<file path="src/sv/smx_pkg.sv">
`timescale 1ns / 1ps
// ----------------------------------------------------------------------------
// smx_pkg: shared definitions of the six wheel skid steer mixer
// Register map, drive modes, wheel order tables and default parameters.
// ----------------------------------------------------------------------------
package smx_pkg;

	localparam int FRAC_BITS_DEF   = 12;
	localparam int QUEUE_DEPTH_DEF = 2;

	localparam int APB_ADDR_W = 4;
	localparam int APB_DATA_W = 32;
	localparam int CFG_W      = 15;

	localparam int NUM_WHEELS = 6;
	localparam int WHEEL_W    = 3;

	localparam logic [1:0] REG_DRIVE_MODE     = 2'd0;
	localparam logic [1:0] REG_MIDDLE_OFFSET  = 2'd1;
	localparam logic [1:0] REG_STANDING_SPEED = 2'd2;
	localparam logic [1:0] REG_FRONT_BOOST    = 2'd3;

	localparam logic signed [CFG_W-1:0] MIDDLE_OFFSET_RST  = 15'sd410;
	localparam logic signed [CFG_W-1:0] STANDING_SPEED_RST = 15'sd819;
	localparam logic signed [CFG_W-1:0] FRONT_BOOST_RST    = 15'sd1229;

	typedef enum logic [2:0] {
		MODE_NORMAL      = 3'd0,
		MODE_BOGIE_DRIVE = 3'd1,
		MODE_BOGIE_STAND = 3'd2,
		MODE_CLIMB       = 3'd3,
		MODE_BOGIE_BOOST = 3'd4
	} smx_mode_t;

	localparam logic [1:0] ROW_FRONT  = 2'd0;
	localparam logic [1:0] ROW_MIDDLE = 2'd1;
	localparam logic [1:0] ROW_REAR   = 2'd2;

	localparam logic [WHEEL_W-1:0] WHEEL_LAST = 3'd5;
	localparam logic [WHEEL_W-1:0] WHEEL_FIRST_RIGHT = 3'd3;

	// Wheel order: left front, middle, rear, then right front, middle, rear.
	localparam logic [5:0] NODE_IDS [NUM_WHEELS] =
		'{6'h11, 6'h21, 6'h31, 6'h12, 6'h22, 6'h32};
	localparam logic [1:0] WHEEL_ROWS [NUM_WHEELS] =
		'{ROW_FRONT, ROW_MIDDLE, ROW_REAR, ROW_FRONT, ROW_MIDDLE, ROW_REAR};

	localparam int POWER_W       = 11;
	localparam int POWER_POS_LIM = 1023;
	localparam int POWER_NEG_LIM = 1024;

	typedef struct packed {
		logic [2:0]              drive_mode;
		logic signed [CFG_W-1:0] middle_drive_offset;
		logic signed [CFG_W-1:0] bogie_standing_speed;
		logic signed [CFG_W-1:0] front_boost;
	} smx_cfg_t;

endpackage

</file>
<file path="src/sv/smx_if.sv">
`timescale 1ns / 1ps
// ----------------------------------------------------------------------------
// smx_if: channel interfaces of the mixer
// Velocity command channel in, wheel command channel out.
// ----------------------------------------------------------------------------
interface smx_vel_if;
	logic               valid;
	logic               ready;
	logic signed [15:0] linear_speed;
	logic signed [15:0] angular_speed;

	modport source (output valid, linear_speed, angular_speed, input ready);
	modport sink (input valid, linear_speed, angular_speed, output ready);
endinterface

interface smx_whl_if;
	logic               valid;
	logic               ready;
	logic [5:0]         node_id;
	logic signed [10:0] wheel_power;
	logic               brake;
	logic               last;

	modport source (output valid, node_id, wheel_power, brake, last, input ready);
	modport sink (input valid, node_id, wheel_power, brake, last, output ready);
endinterface

</file>
<file path="src/sv/smx_regs.sv">
`timescale 1ns / 1ps
// ----------------------------------------------------------------------------
// smx_regs: configuration register file
// APB write and read access to the drive mode and the three Q-format offsets.
// ----------------------------------------------------------------------------
module smx_regs (
	input  logic                            clk,
	input  logic                            arst_n,
	input  logic                            psel,
	input  logic                            penable,
	input  logic                            pwrite,
	input  logic [smx_pkg::APB_ADDR_W-1:0]  paddr,
	input  logic [smx_pkg::APB_DATA_W-1:0]  pwdata,
	output logic [smx_pkg::APB_DATA_W-1:0]  prdata,
	output logic                            pready,
	output smx_pkg::smx_cfg_t               cfg
);
	import smx_pkg::*;

	smx_cfg_t   cfg_q;
	logic       wr_en;
	logic [1:0] reg_idx;

	assign pready  = 1'b1;
	assign wr_en   = psel && penable && pwrite;
	assign reg_idx = paddr[3:2];
	assign cfg     = cfg_q;

	always_ff @(posedge clk or negedge arst_n) begin
		if (!arst_n) begin
			cfg_q.drive_mode           <= MODE_NORMAL;
			cfg_q.middle_drive_offset  <= MIDDLE_OFFSET_RST;
			cfg_q.bogie_standing_speed <= STANDING_SPEED_RST;
			cfg_q.front_boost          <= FRONT_BOOST_RST;
		end else if (wr_en) begin
			case (reg_idx)
				REG_DRIVE_MODE:     cfg_q.drive_mode           <= pwdata[2:0];
				REG_MIDDLE_OFFSET:  cfg_q.middle_drive_offset  <= pwdata[CFG_W-1:0];
				REG_STANDING_SPEED: cfg_q.bogie_standing_speed <= pwdata[CFG_W-1:0];
				REG_FRONT_BOOST:    cfg_q.front_boost          <= pwdata[CFG_W-1:0];
				default: ;
			endcase
		end
	end

	always_comb begin
		case (reg_idx)
			REG_DRIVE_MODE:     prdata = APB_DATA_W'(cfg_q.drive_mode);
			REG_MIDDLE_OFFSET:  prdata = APB_DATA_W'(cfg_q.middle_drive_offset);
			REG_STANDING_SPEED: prdata = APB_DATA_W'(cfg_q.bogie_standing_speed);
			REG_FRONT_BOOST:    prdata = APB_DATA_W'(cfg_q.front_boost);
			default:            prdata = '0;
		endcase
	end

endmodule

</file>
<file path="src/sv/smx_front.sv">
`timescale 1ns / 1ps
// ----------------------------------------------------------------------------
// smx_front: command intake
// Forms the saturated left and right side values and the opposite sign flag.
// ----------------------------------------------------------------------------
module smx_front #(
	parameter int FRAC_BITS = smx_pkg::FRAC_BITS_DEF,
	parameter int SIDE_W    = FRAC_BITS + 2
) (
	smx_vel_if.sink             cmd,
	output logic                wr_valid,
	input  logic                wr_ready,
	output logic [2*SIDE_W:0]   wr_data
);
	import smx_pkg::*;

	localparam int SumW = 17;
	localparam logic signed [SumW-1:0] PosOne = SumW'(1 << FRAC_BITS);
	localparam logic signed [SumW-1:0] NegOne = -PosOne;

	logic signed [SumW-1:0]   diff;
	logic signed [SumW-1:0]   sum;
	logic signed [SIDE_W-1:0] left;
	logic signed [SIDE_W-1:0] right;
	logic                     mid_off;

	function automatic logic signed [SIDE_W-1:0] sat_one(input logic signed [SumW-1:0] v);
		logic signed [SumW-1:0] c;
		begin
			if (v > PosOne) begin
				c = PosOne;
			end else if (v < NegOne) begin
				c = NegOne;
			end else begin
				c = v;
			end
			return SIDE_W'(c);
		end
	endfunction

	assign diff  = SumW'(cmd.linear_speed) - SumW'(cmd.angular_speed);
	assign sum   = SumW'(cmd.linear_speed) + SumW'(cmd.angular_speed);
	assign left  = sat_one(diff);
	assign right = sat_one(sum);

	// The middle wheels are idled when the two sides turn in opposite directions.
	assign mid_off = (left > 0 && right < 0) || (left < 0 && right > 0);

	assign wr_valid  = cmd.valid;
	assign cmd.ready = wr_ready;
	assign wr_data   = {mid_off, left, right};

endmodule

</file>
<file path="src/sv/smx_queue.sv">
`timescale 1ns / 1ps
// ----------------------------------------------------------------------------
// smx_queue: small command queue
// Register-based FIFO that decouples the intake from the wheel sequencer.
// ----------------------------------------------------------------------------
module smx_queue #(
	parameter int WIDTH = 8,
	parameter int DEPTH = smx_pkg::QUEUE_DEPTH_DEF
) (
	input  logic             clk,
	input  logic             arst_n,
	input  logic             wr_valid,
	output logic             wr_ready,
	input  logic [WIDTH-1:0] wr_data,
	output logic             rd_valid,
	input  logic             rd_pop,
	output logic [WIDTH-1:0] rd_data
);
	localparam int PtrW = $clog2(DEPTH);
	localparam int CntW = $clog2(DEPTH + 1);
	localparam logic [PtrW-1:0] PtrLast = PtrW'(DEPTH - 1);
	localparam logic [CntW-1:0] CntFull = CntW'(DEPTH);

	logic [WIDTH-1:0] mem_q [DEPTH];
	logic [PtrW-1:0]  wr_ptr_q;
	logic [PtrW-1:0]  rd_ptr_q;
	logic [CntW-1:0]  count_q;
	logic             push;
	logic             pop;

	assign wr_ready = (count_q != CntFull);
	assign rd_valid = (count_q != '0);
	assign push     = wr_valid && wr_ready;
	assign pop      = rd_pop && rd_valid;
	assign rd_data  = mem_q[rd_ptr_q];

	always_ff @(posedge clk) begin
		if (push) begin
			mem_q[wr_ptr_q] <= wr_data;
		end
	end

	always_ff @(posedge clk or negedge arst_n) begin
		if (!arst_n) begin
			wr_ptr_q <= '0;
			rd_ptr_q <= '0;
			count_q  <= '0;
		end else begin
			if (push) begin
				wr_ptr_q <= (wr_ptr_q == PtrLast) ? '0 : wr_ptr_q + 1'b1;
			end
			if (pop) begin
				rd_ptr_q <= (rd_ptr_q == PtrLast) ? '0 : rd_ptr_q + 1'b1;
			end
			if (push && !pop) begin
				count_q <= count_q + 1'b1;
			end else if (pop && !push) begin
				count_q <= count_q - 1'b1;
			end
		end
	end

endmodule

</file>
<file path="src/sv/smx_back.sv">
`timescale 1ns / 1ps
// ----------------------------------------------------------------------------
// smx_back: wheel sequencer
// Walks the six wheels of a queued command, applies the drive mode in the
// first stage and scales to power in the output stage.
// ----------------------------------------------------------------------------
module smx_back #(
	parameter int FRAC_BITS = smx_pkg::FRAC_BITS_DEF,
	parameter int SIDE_W    = FRAC_BITS + 2
) (
	input  logic                clk,
	input  logic                arst_n,
	input  smx_pkg::smx_cfg_t   cfg,
	input  logic                q_valid,
	input  logic [2*SIDE_W:0]   q_data,
	output logic                q_pop,
	smx_whl_if.source           wheel
);
	import smx_pkg::*;

	localparam int ValW  = ((SIDE_W > CFG_W) ? SIDE_W : CFG_W) + 1;
	localparam int ProdW = ValW + 8;

	logic                     adv;
	logic                     s1_en;
	logic                     issue;
	logic [WHEEL_W-1:0]       wheel_q;

	logic                     q_mid_off;
	logic signed [SIDE_W-1:0] q_left;
	logic signed [SIDE_W-1:0] q_right;
	logic signed [ValW-1:0]   side_v;
	logic signed [ValW-1:0]   front_v;
	logic signed [ValW-1:0]   middle_v;
	logic signed [ValW-1:0]   rear_v;
	logic signed [ValW-1:0]   wheel_v;

	logic                     valid_s1;
	logic signed [ValW-1:0]   val_s1;
	logic [WHEEL_W-1:0]       wheel_s1;

	logic                     neg;
	logic [ValW-1:0]          mag;
	logic [ProdW-1:0]         prod;
	logic [ProdW-1:0]         scaled;
	logic signed [POWER_W-1:0] power_c;

	logic                     out_valid_q;
	logic [5:0]               node_id_q;
	logic signed [POWER_W-1:0] power_q;
	logic                     brake_q;
	logic                     last_q;

	assign {q_mid_off, q_left, q_right} = q_data;

	// The output register takes a new result when empty or when its transfer completes.
	assign adv   = !out_valid_q || wheel.ready;
	assign s1_en = !valid_s1 || adv;
	assign issue = q_valid && s1_en;
	assign q_pop = issue && (wheel_q == WHEEL_LAST);

	always_comb begin
		side_v = (wheel_q >= WHEEL_FIRST_RIGHT) ? ValW'(q_right) : ValW'(q_left);
		front_v  = '0;
		middle_v = '0;
		rear_v   = '0;
		case (cfg.drive_mode)
			MODE_NORMAL: begin
				front_v  = side_v;
				middle_v = side_v;
				rear_v   = side_v;
			end
			MODE_BOGIE_DRIVE: begin
				front_v  = side_v;
				middle_v = side_v + ValW'(cfg.middle_drive_offset);
				rear_v   = side_v;
			end
			MODE_BOGIE_STAND: begin
				front_v  = side_v;
				middle_v = side_v + ValW'(cfg.bogie_standing_speed);
				rear_v   = -ValW'(cfg.bogie_standing_speed);
			end
			MODE_CLIMB: begin
				front_v  = side_v + ValW'(cfg.front_boost);
				middle_v = side_v;
				rear_v   = side_v;
			end
			MODE_BOGIE_BOOST: begin
				front_v  = side_v + ValW'(cfg.front_boost);
				middle_v = side_v + ValW'(cfg.bogie_standing_speed);
				rear_v   = -ValW'(cfg.bogie_standing_speed);
			end
			default: ;
		endcase
		if (q_mid_off) begin
			middle_v = '0;
		end
		case (WHEEL_ROWS[wheel_q])
			ROW_FRONT:  wheel_v = front_v;
			ROW_MIDDLE: wheel_v = middle_v;
			ROW_REAR:   wheel_v = rear_v;
			default:    wheel_v = '0;
		endcase
	end

	always_ff @(posedge clk or negedge arst_n) begin
		if (!arst_n) begin
			wheel_q     <= '0;
			valid_s1    <= 1'b0;
			out_valid_q <= 1'b0;
		end else begin
			if (issue) begin
				wheel_q <= (wheel_q == WHEEL_LAST) ? '0 : wheel_q + 1'b1;
			end
			if (s1_en) begin
				valid_s1 <= issue;
			end
			if (adv) begin
				out_valid_q <= valid_s1;
			end
		end
	end

	always_ff @(posedge clk) begin
		if (issue) begin
			val_s1   <= wheel_v;
			wheel_s1 <= wheel_q;
		end
	end

	// Power is the magnitude times 255, shifted down and truncated toward zero.
	always_comb begin
		neg    = val_s1 < 0;
		mag    = neg ? ValW'(-val_s1) : ValW'(val_s1);
		prod   = (ProdW'(mag) << 8) - ProdW'(mag);
		scaled = prod >> FRAC_BITS;
		if (neg) begin
			if (scaled > ProdW'(POWER_NEG_LIM)) begin
				power_c = -POWER_W'(POWER_NEG_LIM);
			end else begin
				power_c = -$signed(POWER_W'(scaled));
			end
		end else begin
			if (scaled > ProdW'(POWER_POS_LIM)) begin
				power_c = POWER_W'(POWER_POS_LIM);
			end else begin
				power_c = $signed(POWER_W'(scaled));
			end
		end
	end

	always_ff @(posedge clk) begin
		if (adv && valid_s1) begin
			node_id_q <= NODE_IDS[wheel_s1];
			power_q   <= power_c;
			brake_q   <= (WHEEL_ROWS[wheel_s1] != ROW_MIDDLE) && (val_s1 == '0);
			last_q    <= (wheel_s1 == WHEEL_LAST);
		end
	end

	assign wheel.valid       = out_valid_q;
	assign wheel.node_id     = node_id_q;
	assign wheel.wheel_power = power_q;
	assign wheel.brake       = brake_q;
	assign wheel.last        = last_q;

endmodule

</file>
<file path="src/sv/six_wheel_skid_steer_mixer.sv">
`timescale 1ns / 1ps
// ----------------------------------------------------------------------------
// six_wheel_skid_steer_mixer: velocity command to six wheel commands
// A command passes through the queue, the first stage and the output register.
// Throughput: one wheel command per cycle while the wheel side does not stall;
// the single wheel stage that walks the six wheels sets this rate.
// A two-entry queue lets the next command be taken while one is being sent.
// Reset clears the queue and pipeline and loads the register defaults.
// ----------------------------------------------------------------------------
module six_wheel_skid_steer_mixer #(
	parameter int FRAC_BITS   = smx_pkg::FRAC_BITS_DEF,
	parameter int QUEUE_DEPTH = smx_pkg::QUEUE_DEPTH_DEF
) (
	input  logic                           clk,
	input  logic                           arst_n,
	smx_vel_if.sink                        cmd,
	smx_whl_if.source                      wheel,
	input  logic                           psel,
	input  logic                           penable,
	input  logic                           pwrite,
	input  logic [smx_pkg::APB_ADDR_W-1:0] paddr,
	input  logic [smx_pkg::APB_DATA_W-1:0] pwdata,
	output logic [smx_pkg::APB_DATA_W-1:0] prdata,
	output logic                           pready
);
	import smx_pkg::*;

	localparam int SideW  = FRAC_BITS + 2;
	localparam int EntryW = 2 * SideW + 1;

	smx_cfg_t          cfg;
	logic              wr_valid;
	logic              wr_ready;
	logic [EntryW-1:0] wr_data;
	logic              q_valid;
	logic              q_pop;
	logic [EntryW-1:0] q_data;

	smx_regs u_regs (
		.clk     (clk),
		.arst_n  (arst_n),
		.psel    (psel),
		.penable (penable),
		.pwrite  (pwrite),
		.paddr   (paddr),
		.pwdata  (pwdata),
		.prdata  (prdata),
		.pready  (pready),
		.cfg     (cfg)
	);

	smx_front #(
		.FRAC_BITS (FRAC_BITS),
		.SIDE_W    (SideW)
	) u_front (
		.cmd      (cmd),
		.wr_valid (wr_valid),
		.wr_ready (wr_ready),
		.wr_data  (wr_data)
	);

	smx_queue #(
		.WIDTH (EntryW),
		.DEPTH (QUEUE_DEPTH)
	) u_queue (
		.clk      (clk),
		.arst_n   (arst_n),
		.wr_valid (wr_valid),
		.wr_ready (wr_ready),
		.wr_data  (wr_data),
		.rd_valid (q_valid),
		.rd_pop   (q_pop),
		.rd_data  (q_data)
	);

	smx_back #(
		.FRAC_BITS (FRAC_BITS),
		.SIDE_W    (SideW)
	) u_back (
		.clk     (clk),
		.arst_n  (arst_n),
		.cfg     (cfg),
		.q_valid (q_valid),
		.q_data  (q_data),
		.q_pop   (q_pop),
		.wheel   (wheel)
	);

endmodule

</file>
<file path="src/flat_wrapper.sv">
// flat-port wrapper written by rule: the top's interface ports become plain ports
module six_wheel_skid_steer_mixer_flat import smx_pkg::*;
#(
	parameter int FRAC_BITS   = smx_pkg::FRAC_BITS_DEF,
	parameter int QUEUE_DEPTH = smx_pkg::QUEUE_DEPTH_DEF
)
  (clk, arst_n, psel, penable, pwrite, paddr, pwdata, prdata, pready, cmd_valid, cmd_linear_speed, cmd_angular_speed, cmd_ready, wheel_valid, wheel_node_id, wheel_wheel_power, wheel_brake, wheel_last, wheel_ready);
  smx_vel_if cmd_i ();
  smx_whl_if wheel_i ();
  input  logic clk;
  input  logic arst_n;
  input  logic psel;
  input  logic penable;
  input  logic pwrite;
  input  logic [smx_pkg::APB_ADDR_W-1:0] paddr;
  input  logic [smx_pkg::APB_DATA_W-1:0] pwdata;
  output logic [smx_pkg::APB_DATA_W-1:0] prdata;
  output logic pready;
  input wire logic [$bits(cmd_i.valid)-1:0] cmd_valid;
  input wire logic [$bits(cmd_i.linear_speed)-1:0] cmd_linear_speed;
  input wire logic [$bits(cmd_i.angular_speed)-1:0] cmd_angular_speed;
  output wire logic [$bits(cmd_i.ready)-1:0] cmd_ready;
  output wire logic [$bits(wheel_i.valid)-1:0] wheel_valid;
  output wire logic [$bits(wheel_i.node_id)-1:0] wheel_node_id;
  output wire logic [$bits(wheel_i.wheel_power)-1:0] wheel_wheel_power;
  output wire logic [$bits(wheel_i.brake)-1:0] wheel_brake;
  output wire logic [$bits(wheel_i.last)-1:0] wheel_last;
  input wire logic [$bits(wheel_i.ready)-1:0] wheel_ready;
  assign cmd_i.valid = cmd_valid;
  assign cmd_i.linear_speed = cmd_linear_speed;
  assign cmd_i.angular_speed = cmd_angular_speed;
  assign cmd_ready = cmd_i.ready;
  assign wheel_valid = wheel_i.valid;
  assign wheel_node_id = wheel_i.node_id;
  assign wheel_wheel_power = wheel_i.wheel_power;
  assign wheel_brake = wheel_i.brake;
  assign wheel_last = wheel_i.last;
  assign wheel_i.ready = wheel_ready;
  six_wheel_skid_steer_mixer #(.FRAC_BITS(FRAC_BITS), .QUEUE_DEPTH(QUEUE_DEPTH)) u_core (.clk(clk), .arst_n(arst_n), .cmd(cmd_i), .wheel(wheel_i), .psel(psel), .penable(penable), .pwrite(pwrite), .paddr(paddr), .pwdata(pwdata), .prdata(prdata), .pready(pready));
endmodule
</file>
<file path="config.mk">
export PLATFORM = sky130hd
export DESIGN_NAME = six_wheel_skid_steer_mixer_flat
export DESIGN_NICKNAME = d
export VERILOG_FILES = /design/src/sv/smx_pkg.sv /design/src/sv/smx_if.sv /design/src/sv/smx_regs.sv /design/src/sv/smx_front.sv /design/src/sv/smx_queue.sv /design/src/sv/smx_back.sv /design/src/sv/six_wheel_skid_steer_mixer.sv /design/src/flat_wrapper.sv
export SDC_FILE = /design/constraint.sdc
export NUM_CORES = 1
export LEC_CHECK = 0
export BUFFER_PORTS_ARGS = -buffer_cell sky130_fd_sc_hd__buf_2
export CORE_AREA = 2 2 188 190
export CTS_BUF_LIST = sky130_fd_sc_hd__clkbuf_4 sky130_fd_sc_hd__clkbuf_8
export DETAILED_ROUTE_END_ITERATION = 6
export DIE_AREA = 0 0 190 192
export PLACE_DENSITY_LB_ADDON = 0.15
export SLEW_MARGIN = 20
export SYNTH_ARGS = -nofsm -noshare
export SYNTH_HDL_FRONTEND = slang
export SYNTH_SLANG_ARGS = --single-unit
</file>
<file path="constraint.sdc">
create_clock -name clk -period 6.9 [get_ports clk]
set_input_delay 0.345 -clock clk [delete_from_list [all_inputs] [get_ports clk]]
set_output_delay 0.345 -clock clk [all_outputs]
set_load 0.1 [all_outputs]
</file>
==> out/summary.txt, run 1 <==
status -> finished, final reports clean
HPWL Detailed -> 23,000 microns
# fillers -> 3,421
gr usage total -> 0.164
I/O pins -> 129
routed length on met1 -> 14,100 microns
H-tree levels -> 4
Yosys cell types -> 93
Initial Util -> 0.349
count of flip-flops with a built-in enable after synthesis -> 94
Die Wd -> 190 microns
Pre-antenna DRT Iters -> 5
CTS Buf Count -> 17
met2 wire length -> 14,500 microns
flip-flop and latch count after synthesis -> 151
largest net degree at the start of global routing -> 58
first-pass GRT wire length -> 47,200 microns
PortBufs -> 106
Final Max Slew Viols -> 0
Hold Vio Cnt, Final -> 0
FMAX -> 179 MHz
worst slew pin tran -> 1030 ps
post-DR wirelength/cell -> 17.1 microns
overall die height -> 192 microns
CP required -> 7130 ps
Post-CTS Hold Buffers -> 0
Worst slew margin -> 0.312
Longest Clk Path Bufs -> 2
post-CTS setup buffer count -> 0
RSZ-0062 raised after global routing -> no
num rows -> 68
# diodes -> 0
final hold slack -> 18.5 ps
Synth Flop Type -> edfxtp_1
CTS sink cnt -> 151
part of the Yosys area used for sequential elements -> 0.357
Synth Cell Area -> 12,000 sq um
initial antenna violation count -> 0
Arr. time, crit path -> 5820 ps
Final setup viols -> 0
Max Clock Skew -> 24.0 ps
leading cell type in the layout, fill and taps excluded -> buf_2
Critical Path Sink Type -> flop
Synth async-reset ratio -> 0.377
mean area per synthesized cell -> 9.90 sq um
Final Wtd Congestion -> 0.819
Crit Path Class -> reg2reg
post-cts resize count -> 0
commonest cells after routing, fill and taps aside -> buf_2 (106), edfxtp_1 (94), a21oi_1 (83)
met3 wire length -> 805 microns
Vias -> 9,162
CTS clk-pin slew, worst paths -> 100 ps
clock root buffer master -> clkbuf_8
min cycle time layout -> 5580 ps
Setup WS post-layout -> 1320 ps
post-DR vias/cell -> 5.27
Max-Cap Viols -> 0
area delta synth->final -> 9.71%
die area -> 36,500 sq um
Detail Route Antenna Nets -> 0
highest routed layer -> met4
Max FO, Critical Path -> 12
fin crit share -> 0.809
Cells after Synth -> 1,209
drt total wl -> 29,800 microns
# DRC -> 0
core area -> 34,300 sq um
vias in the first global route -> 8,822
Worst setup SP type -> flop
YS warnings -> 0
# nets final -> 1,427
layout cell share with drive strength beyond 1 -> 0.234
pre-CTS setup slack -> 1350 ps
DRT iter0 DRCs -> 563
Final TNS setup -> 0 ps
GRT overflow -> 0
Skew-Pair Late Insertion Delay -> 490 ps
worst hold path type -> in2async
CTS tree -> done
-- path summary, 6_finish.rpt --
| path | to | startpoint | slack [ps] | depth (start not counted) |
|---|---|---|---|---|
| worst min register to register | u_core.u_back.wheel.valid | u_core.u_back.valid_s1 | 510 | 2 |
| min in group clk | u_core.u_regs.cfg[9] | pwdata[9] | 110 | 2 |
| max in group asynchronous | u_core.u_queue.rd_ptr_q | arst_n | 6310 | 2 |
| worst max register to register | u_core.u_back.wheel.wheel_power[7] | u_core.u_back.val_s1[0] | 1320 | 17 |
| worst min-delay path | u_core.u_regs.cfg[41] | arst_n | 20 | 2 |
| worst max-delay path | u_core.u_back.wheel.wheel_power[7] | u_core.u_back.val_s1[0] | 1320 | 17 |
-- per-stage QoR --
| stage | cell area, sq um | cells | util |
|---|---|---|---|
| floorplan | 12000 | 1210 | - |
| global placement | 12700 | 1705 | 0.371 |
| detailed placement | 12700 | 1705 | 0.371 |
| CTS | 13100 | 1737 | 0.383 |
| global route | 13100 | 1737 | 0.383 |
| finish | 13100 | 1737 | 0.383 |
-- area by class of cell --
cell class              instances  area (sq um)  area share
clock inverters                15           194      0.0148
well taps                     455           569      0.0433
flip-flops and latches        151          4270       0.325
multi-input cells             917          7000       0.533
inverters                      62           233      0.0177
repair buffers                120           636      0.0484
clock buffers                  17           234      0.0178
-- registers in the layout, summed over array words and instances (netlist names) --
name                             flops
u_core.u_queue.mem_q                58
u_core.u_queue.rd_ptr_q              1
u_core.u_back.wheel.brake            1
u_core.u_back.wheel_s1               3
u_core.u_back.wheel.wheel_power     11
u_core.u_back.wheel_q                3
u_core.u_queue.count_q               2
u_core.u_queue.wr_ptr_q              1
u_core.u_back.val_s1                16
u_core.u_back.wheel.valid            1
u_core.u_back.wheel.last             1
u_core.u_back.valid_s1               1
u_core.u_regs.cfg                   48
u_core.u_back.wheel.node_id          4
-- cells in the mapped netlist, types with 12 or more instances --
cell	n	area, sq um
o21ai_0	65	325
clkbuf_1	42	158
a22o_1	13	114
mux4_2	17	383
buf_4	22	165
xnor2_1	55	482
a21oi_1	84	420
edfxtp_1	94	2820
dfstp_2	17	447
o31ai_1	13	97.6
nor3_1	45	225
nor2_1	75	282
nand2b_1	19	119
inv_1	62	233
nand2_1	77	289
a21o_1	13	97.6
mux2_2	74	833
or3_1	12	75.1
ha_1	79	988
nand3_1	19	95.1
xor2_1	25	219
dfrtp_1	40	1000
nor2b_1	17	106
-- critical path, stage by stage (launching register included) --
cell and delay, ps:
edfxtp_1 510, inv_1 120, ha_1 270, or4b_1 580, o41ai_1 400, xor2_1 110, buf_4 190, ha_1 300
o2111ai_1 140, or4b_1 660, and2_4 240, o311ai_2 420, inv_1 110, ha_1 250, nor4bb_4 170, and4b_1 340
or2_4 280, o221a_1 240
-- layer usage --
metal / global-route usage / up-vias
li1: - / 4586
met1: 0.222 / 4393
met2: 0.277 / 159
met3: 0.0208 / 24
met4: 0.0456 / 0
met5: 0 / -
-- cells by family after synthesis --
| kind of cell | synth area share |
|---|---|
| buffers and inverters | 0.0605 |
| adders and majority gates | 0.0892 |
| muxes | 0.110 |
| AOI/OAI and AO/OA | 0.167 |
| xor gates and xnor gates | 0.0599 |
| other | 0.000627 |
| DFF | 0.357 |
| and+or+nand+nor | 0.156 |
Power of run 1 is not shown: default switching activity piles up to over one toggle a cycle in this logic, so the estimate is an artifact.
==> inputs of run 2 (changes only) <==
ABC_AREA = 1   (was default)
CORE_AREA = 2 2 190 192   (was 2 2 188 190)
DIE_AREA = 0 0 192 194   (was 0 0 190 192)
clock period = 5.6 ns   (was 6.9 ns; I/O delays follow)
==> out/summary.txt, run 2 <==
status -> finished, final reports clean
delay-heaviest family, CP -> simple AND/OR/NAND/NOR gates
CTS clk-pin slew, worst paths -> 100 ps (about the same)
Vias -> 10,888 (+19%)
met3 wire length -> 968 microns (+20%)
Skew-Pair Late Insertion Delay -> 460 ps (-30 ps)
Arr. time, crit path -> 4570 ps (-1250 ps)
Crit Path Class -> reg2reg
Max FO, Critical Path -> 16 (+4)
leading cell type in the layout, fill and taps excluded -> nand2_1
first-pass GRT wire length -> 53,400 microns (+13%)
core area -> 35,200 sq um (+2.7%)
post-DR wirelength/cell -> 14.7 microns (-14%)
routed length on met1 -> 15,800 microns (+12%)
Post-CTS Hold Buffers -> 1 (+1)
HPWL Detailed -> 26,000 microns (+13%)
flip-flop and latch count after synthesis -> 151 (unchanged)
worst reg2reg path depth -> 24 (+7)
CTS Buf Count -> 17 (unchanged)
# DRC -> 0 (unchanged)
Final setup viols -> 0 (unchanged)
num rows -> 69 (+1.5%)
Worst setup SP type -> flop
part of the Yosys area used for sequential elements -> 0.352 (-0.00511)
most flop-heavy register -> u_core.u_queue.mem_q
initial antenna violation count -> 0 (unchanged)
Detail Route Antenna Nets -> 0 (unchanged)
worst path bufs/invs -> 5 (+2)
gr usage total -> 0.179 (+0.0148)
CTS tree -> done
RSZ-0062 raised after global routing -> no
Synth Flop Type -> edfxtp_1
Final Wtd Congestion -> 0.883 (+7.9%)
largest net degree at the start of global routing -> 58 (unchanged)
Final TNS setup -> 0 ps (unchanged)
Cells after Synth -> 1,680 (+39%)
CTS sink cnt -> 151 (unchanged)
Worst slew margin -> 0.343 (+0.0315)
fin crit share -> 0.776 (-0.0336)
clock root buffer master -> clkbuf_8
# diodes -> 0 (unchanged)
H-tree levels -> 4 (unchanged)
worst slew pin tran -> 985 ps (-47.2 ps)
area leader, netlist -> edfxtp_1
cell-by-cell trace of the critical path -> nand2_1, inv_1, ha_1, inv_1, nand3_1, inv_1, o21ai_0, inv_1, ha_1, inv_1, fa_1, nor2_1, o21ai_0, nand2_1, nand4_1, o211ai_1, nand2_1, a21oi_1, nand3_1, nand2_1, xor2_1, o21ai_0, nand2_1, nand3_1
layout cell share with drive strength beyond 1 -> 0.125 (-0.109)
post-CTS setup buffer count -> 0 (unchanged)
post-cts resize count -> 0 (unchanged)
overall die height -> 194 microns (+1.0%)
die area -> 37,200 sq um (+2.1%)
# nets final -> 1,917 (+34%)
commonest cells after routing, fill and taps aside -> nand2_1 (439), inv_1 (233), nor2_1 (170)
largest cells by area after synthesis -> edfxtp_1 (23%), nand2_1 (14%), dfrtp_1 (8.2%)
hold path depth -> 4
count leader, synth -> nand2_1
number of flip-flops in the largest register -> 58 (unchanged)
area delta synth->final -> 10.8%
Max Clock Skew -> 20.9 ps (-3.10 ps)
Max-Cap Viols -> 0 (unchanged)
Final Max Slew Viols -> 0 (unchanged)
Yosys top cell area share -> 0.232 (-0.00338)
Critical Path Sink Type -> flop
post-DR vias/cell -> 4.88 (-7.6%)
Synth top cells by count -> nand2_1 (439), inv_1 (233), nor2_1 (173), o21ai_0 (141), edfxtp_1 (94)
CP Depth -> 24 (+7)
CP required -> 5820 ps (-1310 ps)
Longest Clk Path Bufs -> 2 (unchanged)
worst hold path type -> in2reg
met2 wire length -> 15,900 microns (+9.8%)
critical path's slowest cell -> dfrtp_1
highest routed layer -> met4
vias in the first global route -> 10,378 (+18%)
Synth Cell Area -> 12,100 sq um (+1.5%)
drt total wl -> 32,900 microns (+10%)
YS warnings -> 0 (unchanged)
DRT iter0 DRCs -> 621 (+10%)
min cycle time layout -> 4340 ps (-1240 ps)
FMAX -> 230 MHz (+29%)
max incr delay on CP -> 440 ps (-220 ps)
Initial Util -> 0.345 (-0.00434)
count of flip-flops with a built-in enable after synthesis -> 94 (unchanged)
Synth async-reset ratio -> 0.377 (unchanged)
I/O pins -> 129 (unchanged)
Hold Vio Cnt, Final -> 0 (unchanged)
PortBufs -> 106 (unchanged)
Die Wd -> 192 microns (+1.1%)
mean area per synthesized cell -> 7.23 sq um (-27%)
GRT overflow -> 0 (unchanged)
Pre-antenna DRT Iters -> 5 (unchanged)
Yosys cell types -> 57 (-39%)
## run 2: logic make-up (layout without fill, tap and decap cells)
family | Yosys count | after routing | share of synthesized area
flip-flops | 151 | 151 | 0.352
XOR/XNOR | 47 | 47 | 0.0339
adder cells (fa/ha/maj) | 83 | 83 | 0.0880
other | 2 | 3 | 0.000618
AO/OA/AOI/OAI | 308 | 308 | 0.146
buffers and inverters | 295 | 386 | 0.100
AND/OR/NAND/NOR | 794 | 794 | 0.280
## run 2: worst register-to-register path, delay by kind of cell, from the launching register on
| kind | cells | cell delay, ps |
|---|---|---|
| XOR/XNOR | 1 | 150 |
| AND/OR/NAND/NOR | 10 | 1090 |
| buffers and inverters | 5 | 660 |
| adder cells (fa/ha/maj) | 3 | 720 |
| flip-flops | 1 | 440 |
| AO/OA/AOI/OAI | 5 | 1060 |
## run 2: layout make-up
type,count,area (sq um)
Timing Repair Buffer,116,608
Clock inverter,12,179
Inverter,238,893
Fill cell,3783,21800
Multi-Input combinational cell,1235,6670
Clock buffer,20,256
Sequential cell,151,4270
Tap cell,461,577
## run 2: metrics by stage
stage / hold WS (ps) / worst slack, ps / cell area [sq um] / instances / util
final: 71.3 / 1260 / 13500 / 2233 / 0.382
after global routing: 65.1 / 763 / 13500 / 2233 / 0.382
after global placement: 453 / 1280 / 13000 / 2200 / 0.369
after CTS: 57.5 / 1230 / 13500 / 2233 / 0.382
after floorplan: -15.6 / 1800 / 12200 / 1681 / -
after detailed placement: 462 / 1250 / 13000 / 2200 / 0.369
## run 2: per-layer routing
metal	vias to the layer above	global-route usage
met3	17	0.0226
met5	-	0
met2	160	0.307
met1	5055	0.244
li1	5656	-
met4	0	0.0291
## run 2: final timing paths
check | start | end | slack (ps)
setup / recovery | u_core.u_back.wheel_q[1] | u_core.u_back.val_s1[14] | 1260
hold / removal | wheel_ready | u_core.u_back.wheel.valid | 70
setup reg to reg | u_core.u_back.wheel_q[1] | u_core.u_back.val_s1[14] | 1260
hold reg to reg | u_core.u_back.valid_s1 | u_core.u_back.wheel.valid | 480
max in group asynchronous | arst_n | u_core.u_back.wheel_q[0] | 4570
min in group asynchronous | arst_n | u_core.u_regs.cfg[35] | 510
Power of run 2 is left out for the same reason.
==> inputs of run 3 (changes only) <==
clock period = 3.8 ns   (was 5.6 ns; I/O delays follow)
==> out/summary.txt, run 3 (synthesis results as in run 2) <==
critical path's slowest cell -> edfxtp_1
CP most frequent cell -> nand2_1
area delta synth->final -> 17.9%
reg2reg start -> u_core.u_back.val_s1[1]
# fillers -> 3,697 (-2.3%)
die area -> 37,200 sq um (unchanged)
delay-heaviest family, CP -> simple AND/OR/NAND/NOR gates
Max Clock Skew -> 16.4 ps (-4.46 ps)
CP required -> 4130 ps (-1690 ps)
Crit Path Class -> reg2reg
leading cell type in the layout, fill and taps excluded -> nand2_1
# DRC -> 0 (unchanged)
number of flip-flops in the largest register -> 58 (unchanged)
largest net degree at the start of global routing -> 46 (-21%)
Vias -> 11,370 (+4.4%)
overall die height -> 194 microns (unchanged)
Skew-Pair Late Insertion Delay -> 490 ps (+30 ps)
layout cell share with drive strength beyond 1 -> 0.178 (+0.0532)
Final TNS setup -> 0 ps (unchanged)
commonest cells after routing, fill and taps aside -> nand2_1 (436), inv_1 (228), nor2_1 (166)
worst setup path startpoint -> u_core.u_back.val_s1[1]
CTS tree -> done
core area -> 35,200 sq um (unchanged)
worst path bufs/invs -> 3 (-2)
Max FO, Critical Path -> 6 (-10)
Hold Path Origin -> pwdata[1]
max incr delay on CP -> 450 ps (about the same)
H-tree levels -> 4 (unchanged)
# nets final -> 2,000 (+4.3%)
Arr. time, crit path -> 3860 ps (-710 ps)
CTS clk-pin slew, worst paths -> 100 ps (about the same)
Initial Util -> 0.345 (unchanged)
Die Wd -> 192 microns (unchanged)
fin crit share -> 0.930 (+0.154)
GRT overflow -> 0 (unchanged)
Max-Cap Viols -> 0 (unchanged)
worst hold path type -> in2reg
initial antenna violation count -> 0 (unchanged)
FMAX -> 283 MHz (+23%)
status -> finished, final reports clean
Worst slew margin -> 0.368 (+0.0249)
Longest Clk Path Bufs -> 2 (unchanged)
most flop-heavy register -> u_core.u_queue.mem_q
# diodes -> 0 (unchanged)
Critical Path Sink Type -> flop
Final setup viols -> 0 (unchanged)
post-DR wirelength/cell -> 14.7 microns (-0.26%)
CTS Buf Count -> 17 (unchanged)
DRT iter0 DRCs -> 693 (+12%)
first-pass GRT wire length -> 55,000 microns (+2.9%)
gr usage total -> 0.185 (+0.00630)
num rows -> 69 (unchanged)
Worst setup SP type -> flop
Final Wtd Congestion -> 0.857 (-3.0%)
clock root buffer master -> clkbuf_8
post-DR vias/cell -> 4.91 (+0.68%)
min cycle time layout -> 3530 ps (-811 ps)
CTS sink cnt -> 151 (unchanged)
I/O pins -> 129 (unchanged)
worst slew pin tran -> 946 ps (-39.7 ps)
drt total wl -> 34,000 microns (+3.4%)
PortBufs -> 106 (unchanged)
Hold Vio Cnt, Final -> 0 (unchanged)
vias in the first global route -> 10,672 (+2.8%)
Final Max Slew Viols -> 0 (unchanged)
Detail Route Antenna Nets -> 0 (unchanged)
Pre-antenna DRT Iters -> 5 (unchanged)
HPWL Detailed -> 27,000 microns (+3.8%)
-- run 3: cell count changes in the layout (fill, tap and decap cells not counted), moves of 4 or more --
cell	change
o21ai_1	+10
dlygate4sd3_1	+15
nor2_1	-4
inv_6	+4
buf_4	+65
ha_4	+5
ha_1	-8
a21oi_1	-6
o21ai_2	+4
o21ai_0	-14
a21oi_2	+4
inv_1	-5
-- run 3: timing repair --
item / in CTS / in global routing
hold endpoints to repair: 69 / 0
buffers inserted: 0 / 9
pin swaps: 0 / 11
cloned: 0 / 0
hold buffers: 16 / 0
gates resized for setup: 1 / 64
setup endpoints to repair: 3 / 19
-- run 3: path summary, 6_finish.rpt --
check                                                          end  slack (ps)  cells past startpoint
worst max-delay path            u_core.u_back.wheel.wheel_power[7]         270                     25
worst min-delay path                         u_core.u_regs.cfg[31]          50                      3
worst max register to register  u_core.u_back.wheel.wheel_power[7]         270                     25
worst min register to register           u_core.u_back.wheel.valid         490                      2
max in group asynchronous                    u_core.u_regs.cfg[24]        2800                      3
min in group asynchronous                    u_core.u_regs.cfg[18]         250                      2
-- run 3: per-stage QoR --
stage | setup WS, ps | util | area, sq um | hold WS, ps | instances
final | 267 | 0.406 | 14300 | 48.6 | 2316
after global routing | -13.2 | 0.406 | 14300 | 9.56 | 2316
after CTS | 25.7 | 0.397 | 14000 | 10.6 | 2307
after detailed placement | 4.80 | 0.382 | 13500 | 425 | 2259
after global placement | 41.2 | 0.382 | 13500 | 423 | 2259
after floorplan | 66.4 | - | 12200 | -106 | 1681
-- run 3: worst register-to-register path, stage by stage (launching register included) --
cell and delay (ps):
edfxtp_1 450, buf_4 170, nor2_2 110, nand2_2 120
nor2_4 150, nand2_1 80, nand2_1 60, nand2_1 60
nand2_2 110, inv_1 110, ha_4 290, nand3_1 70
nor3_1 190, nand3_1 110, nand2_1 90, nand2_2 70
nand3_1 70, nand2_1 110, inv_1 80, ha_2 200
nand3_2 120, nor2_4 150, nand3_4 110, nand2_2 110
nand2_4 80, o21ai_1 140
-- run 3: layer usage --
layer  wire length, microns  global-route usage  vias to the layer above
met5                      0                   0                        -
met4                    576              0.0498                        0
met3                    922              0.0239                       33
met2                  16200               0.308                      198
met1                  16300               0.254                     5298
li1                       -                   -                     5841
-- run 3: final cells by class --
type	count	area [sq um]	area share
Inverter	238	902	0.0630
Multi-Input combinational cell	1235	6880	0.480
Sequential cell	151	4270	0.298
Timing Repair Buffer	199	1310	0.0913
Tap cell	461	577	0.0403
Clock inverter	14	141	0.00988
Clock buffer	18	241	0.0169
Power of run 3 is left out for the same reason.
